[config.mk]
export PLATFORM = sky130hd
export DESIGN_NAME = vpsb_front
export DESIGN_NICKNAME = d
export VERILOG_FILES = /design/src/hdl/vpsb_pkg.sv /design/src/hdl/vpsb_front.sv
export SDC_FILE = /design/constraint.sdc
export NUM_CORES = 1
export LEC_CHECK = 0
export ABC_CLOCK_PERIOD_IN_PS = 4900
export BUFFER_PORTS_ARGS = -buffer_cell sky130_fd_sc_hd__clkbuf_2
export CORE_AREA = 5 5 139 240
export DETAILED_ROUTE_END_ITERATION = 10
export DIE_AREA = 0 0 144 245
export PLACE_DENSITY_LB_ADDON = 0.25
export SLEW_MARGIN = 20
export SYNTH_ARGS = -nofsm -noshare
export SYNTH_HDL_FRONTEND = slang
export SYNTH_SLANG_ARGS = --single-unit
[constraint.sdc]
create_clock -name clk -period 4.9 [get_ports clk]
set_clock_uncertainty 0.15 [all_clocks]
set_input_delay 0.98 -clock clk [delete_from_list [all_inputs] [get_ports clk]]
set_output_delay 0.98 -clock clk [all_outputs]
set_load 0.02 [all_outputs]
[src/hdl/vpsb_pkg.sv]
// Shared types, constants and the arctangent table of the waypoint steering unit.
package vpsb_pkg;

	localparam int SCAN_SIZE_DEF     = 1080;
	localparam int WINDOW_FIRST_DEF  = 520;
	localparam int WINDOW_END_DEF    = 559;
	localparam int MAX_WAYPOINTS_DEF = 256;
	localparam int QUEUE_DEPTH       = 4;

	localparam logic [2:0] REG_MAX_SPEED   = 3'd0;
	localparam logic [2:0] REG_MAX_STEER   = 3'd1;
	localparam logic [2:0] REG_MAX_DECEL   = 3'd2;
	localparam logic [2:0] REG_BRAKE_SPEED = 3'd3;
	localparam logic [2:0] REG_GAIN_P      = 3'd4;
	localparam logic [2:0] REG_GAIN_I      = 3'd5;
	localparam logic [2:0] REG_GAIN_D      = 3'd6;

	typedef enum logic [1:0] {
		CMD_LOAD  = 2'd0,
		CMD_RANGE = 2'd1,
		CMD_ODO   = 2'd2,
		CMD_NONE  = 2'd3
	} cmd_t;

	typedef struct packed {
		cmd_t               cmd;
		logic               last;
		logic [15:0]        range_mm;
		logic signed [23:0] pos_x;
		logic signed [23:0] pos_y;
		logic signed [15:0] heading;
		logic signed [15:0] speed;
	} item_t;

	typedef struct packed {
		logic        we;
		logic [2:0]  idx;
		logic [15:0] data;
	} cfg_wr_t;

	typedef enum logic [4:0] {
		S_IDLE, S_LOAD_RD, S_LOAD_TGT,
		S_SCAN_V2, S_SCAN_T2, S_SCAN_N1, S_SCAN_N2, S_SCAN_DIV, S_SCAN_FIN,
		S_ODO_D, S_ODO_X2, S_ODO_Y2, S_ODO_T2, S_ODO_REACH, S_ODO_RD, S_ODO_TGT,
		S_COR_INIT, S_COR_RUN, S_PID_E, S_PID_P, S_PID_I, S_PID_D, S_OUT
	} state_t;

	function automatic logic [31:0] atan_val(input logic [4:0] i);
		logic [31:0] r;
		case (i)
			5'd0: r = 32'd536870912;
			5'd1: r = 32'd316933406;
			5'd2: r = 32'd167458907;
			5'd3: r = 32'd85004756;
			5'd4: r = 32'd42667331;
			5'd5: r = 32'd21354465;
			5'd6: r = 32'd10679838;
			5'd7: r = 32'd5340245;
			5'd8: r = 32'd2670163;
			5'd9: r = 32'd1335087;
			5'd10: r = 32'd667544;
			5'd11: r = 32'd333772;
			5'd12: r = 32'd166886;
			5'd13: r = 32'd83443;
			5'd14: r = 32'd41722;
			5'd15: r = 32'd20861;
			5'd16: r = 32'd10430;
			5'd17: r = 32'd5215;
			5'd18: r = 32'd2608;
			5'd19: r = 32'd1304;
			5'd20: r = 32'd652;
			5'd21: r = 32'd326;
			5'd22: r = 32'd163;
			5'd23: r = 32'd81;
			default: r = 32'd0;
		endcase
		return r;
	endfunction

endpackage

[src/hdl/vpsb_front.sv]
// Input stage: accepts transactions, drops unknown commands and queues the rest.
module vpsb_front import vpsb_pkg::*; (
	input  logic        clk,
	input  logic        arst_n,
	input  logic        s_tvalid,
	output logic        s_tready,
	input  logic [95:0] s_tdata,
	input  logic [1:0]  s_tuser,
	input  logic        s_tlast,
	output logic        q_valid,
	output item_t       q_item,
	input  logic        pop
);
	localparam int QAW = $clog2(QUEUE_DEPTH);

	item_t            buf_q [QUEUE_DEPTH];
	logic [QAW-1:0]   wr_q, rd_q;
	logic [QAW:0]     cnt_q;
	logic             push;
	item_t            in_item;

	always_comb begin
		in_item.cmd      = cmd_t'(s_tuser);
		in_item.last     = s_tlast;
		in_item.range_mm = s_tdata[15:0];
		in_item.pos_x    = s_tdata[39:16];
		in_item.pos_y    = s_tdata[63:40];
		in_item.heading  = s_tdata[79:64];
		in_item.speed    = s_tdata[95:80];
	end

	assign s_tready = (cnt_q != (QAW+1)'(QUEUE_DEPTH));
	assign push     = s_tvalid && s_tready && (in_item.cmd != CMD_NONE);
	assign q_valid  = (cnt_q != '0);
	assign q_item   = buf_q[rd_q];

	always_ff @(posedge clk) begin
		if (push) begin
			buf_q[wr_q] <= in_item;
		end
	end

	always_ff @(posedge clk or negedge arst_n) begin
		if (!arst_n) begin
			wr_q  <= '0;
			rd_q  <= '0;
			cnt_q <= '0;
		end else begin
			if (push) begin
				wr_q <= wr_q + 1'b1;
			end
			if (pop) begin
				rd_q <= rd_q + 1'b1;
			end
			cnt_q <= cnt_q + (QAW+1)'(push) - (QAW+1)'(pop);
		end
	end
endmodule

==> out/metrics.csv <==
stage,metric,value,unit
status,outcome,"complete, no violations",
die,row cnt,86,
route,WL met2,16300,um
route,first drt pass iteration count,4,
timing,Final Hold Fails,0,
critical_path,R2R setup slack,2210,ps
timing,fin crit share,77.8,%
synthesis,Synth Register Bits,403,
timing,Final Max Slew Viols,0,
placed_design,number of port buffers,203,
cells_and_area,register area,12100,um^2
timing,final worst slack,1090,ps
route,top layer in use,met4,
clock_network,"Clk pin slew, worst setup/hold paths",60,ps
clock_network,CTS resizes,0,
global_routing,largest net degree at the start of global routing,87,
critical_path,Worst setup SP type,flip-flop,
power_and_ir_drop,Clk pwr share,25.1,%
clock_network,root buf cell,clkbuf_16,
placed_design,placed insts,1138,
critical_path,Crit. End Element,primary output,
power_and_ir_drop,Internal,7.18,mW
synthesis,syn_nets,663,
cells_and_area,Fillers,2385,
route,vias per cell,5.35,
clock_network,Sinks on Clock Net,403,
synthesis,Yosys top cell area share,81.2,%
synthesis,post-synthesis sequential area ratio,82.4,%
global_routing,Overflow after GRT,0,
synthesis,Syn Area/Cell,26.5,um^2
cells_and_area,Final #Nets,890,
critical_path,r2r worst-path depth,10,
global_routing,initial antenna violation count,0,
global_routing,GRT Util Overall,16.3,%
critical_path,worst reg2reg path startpoint,cnt_q[1]$_DFF_PN0_,
route,DRT Wirelength,28100,um
placed_design,Post-Place Setup Slack,1560,ps
timing,final setup TNS,0,ps
die,Die H,245,um
cells_and_area,synthesis-to-finish area growth,17.9,%
clock_network,clk_lat worst skew,510,ps
synthesis,"top cells by area, synth","edfxtp_1 (81%), mux4_2 (15%), dfrtp_1 (1.2%)",
timing,RSZ-0062 raised after global routing,false,
die,core area,31300,um^2
route,M1 wire length,9350,um
global_routing,vias in the first global route,7341,
timing,minimum clock period,3810,ps
synthesis,Post-Syn Area,14600,um^2
timing,relative max-transition margin,35.7,%
route,"antenna viol nets, final",0,
power_and_ir_drop,combinational power share,30.1,%
critical_path,worst-path maximum fanout,62,
cells_and_area,n_diodes,0,
route,DR WL/cell,23.4,um
clock_network,# H-tree levels,2,
synthesis,cell taking the most area after synthesis,edfxtp_1,
die,Die Footprint,35300,um^2
power_and_ir_drop,power per cell area,605,nW/um^2
cells_and_area,Final Non-Filler Cells,1199,
route,initial DRC count,237,
timing,final setup vio count,0,
clock_network,clk buf depth,3,
placed_design,Final HPWL DP,18000,um
worst_hold_path,Min-Delay Path Class,in -> async,
critical_path,worst path required time,3770,ps
cells_and_area,post-route cell area,17300,um^2
timing,FMAX,262,MHz
power_and_ir_drop,P_sw,3.27,mW
die,Die W,144,um
route,WL met3,1600,um
clock_network,Post-CTS Setup Bufs,0,
power_and_ir_drop,static leakage,5.89,nW
clock_network,Inserted Clock Buffers,36,
cells_and_area,layout cells sized above 1,45.6,%
die,IO Pins,204,
clock_network,hold_buf cts,0,
critical_path,crit path kind,reg -> out,
power_and_ir_drop,Sw Ratio,31.3,%
synthesis,library cells used by synthesis,18,
die,initial core utilization,46.8,%
critical_path,arrival time at the worst endpoint,2680,ps
clock_network,CTS tree,done,
power_and_ir_drop,"IR drop worst, VDD",0.000444,V
cells_and_area,Multi-input gate area,2450,um^2
synthesis,Post-Synthesis Cells,553,
placed_design,RePlAce Congestion,0.738,
timing,Slew @ Worst Pin,964,ps
route,total number of vias,6414,
flow_run,Max-Cap Viols,0,
synthesis,YS warnings,0,
route,final routed DRC violation total,0,
global_routing,first-pass GRT wire length,42800,um
power_and_ir_drop,Reg power frac,44.8,%
critical_path,FF-to-FF End,cnt_q[2]$_DFF_PN0_,
placed_design,area post-placement,16200,um^2
critical_path,Setup crit start,rd_q[1]$_DFFE_PN0P_,
cells in the final DEF (no fill, tap or decap), drive strengths merged:
master    count
or3           1
clkbuf      248
clkinv       13
bufinv        2
clkinvlp      1
and2          4
mux4         99
buf           9
or3b          1
ha            6
fa            1
xnor2         4
edfxtp      396
and3          1
xor2          1
nand2         2
dfrtp         7
mux2          1
inv           6
power by group through the flow:
stage               Combinational, mW  Clock, mW  Sequential, mW
floorplan                        2.29          0            4.56
global placement                 3.20          0            4.73
detailed placement               3.24          0            4.78
CTS                              3.25       2.70            4.70
global route                     3.37       2.84            4.75
finish                           3.14       2.63            4.68
cell type report:
class	instances	area share [%]
sequential	403	69.9
timing repair buffer	212	6.64
multi-input combinational	121	14.2
inverter	6	0.130
tap	396	2.87
clock inverter	16	0.725
clock buffer	45	5.54
synthesized netlist by cell type:
master / instances
and2_1: 1
and2_2: 3
and3_1: 1
buf_1: 9
buf_2: 13
buf_6: 1
dfrtp_1: 7
edfxtp_1: 396
fa_1: 1
ha_1: 6
inv_1: 6
mux2_4: 1
mux4_2: 99
nand2_1: 2
or3_2: 1
or3b_1: 1
xnor2_1: 4
xor2_1: 1
cell families (layout without fill, tap and decap cells):
group	count (synthesis)	in the layout	synth area share, %
and+or+nand+nor	9	9	0.402
buffers and inverters	29	279	0.906
muxes	100	100	15.3
DFF	403	403	82.4
xor gates and xnor gates	5	5	0.299
adders and majority gates	7	7	0.649
worst max-delay path, stage by stage (launching register included):
cell      delay (ps)
dfrtp_4         1060
buf_4            470
mux4_2           410
clkbuf_2         180
flip-flops by register name, indices dropped and copies added (netlist names):
register	flops
buf_q	396
cnt_q	3
rd_q	2
wr_q	2
worst max-delay path by stage:
stage                     cells past startpoint  slack, ps                     to
final                                         3       1090             q_item[75]
after global routing                          3        960             q_item[75]
after CTS                                     3       1010             q_item[75]
after detailed placement                      3       1560             q_item[75]
after global placement                        3       1610             q_item[72]
after floorplan                               4        690  buf_q[2][0]$_DFFE_PP_
metrics by stage:
| stage | power, mW | hold WS [ps] | util [%] |
|---|---|---|---|
| CTS | 10.6 | 127 | 55.1 |
| finish | 10.4 | 153 | 55.1 |
| floorplan | 6.84 | 339 | - |
| global placement | 7.94 | 350 | 51.7 |
| global route | 11.0 | 142 | 55.1 |
| detailed placement | 8.01 | 403 | 51.7 |
layer usage:
metal  vias to the layer above  track usage [%]
li1                       2829                -
met1                      3375             17.2
met2                       158             31.0
met3                        52             3.98
met4                         0             5.54
met5                         -                0
Note: power is estimated with default switching activity, not from simulation.
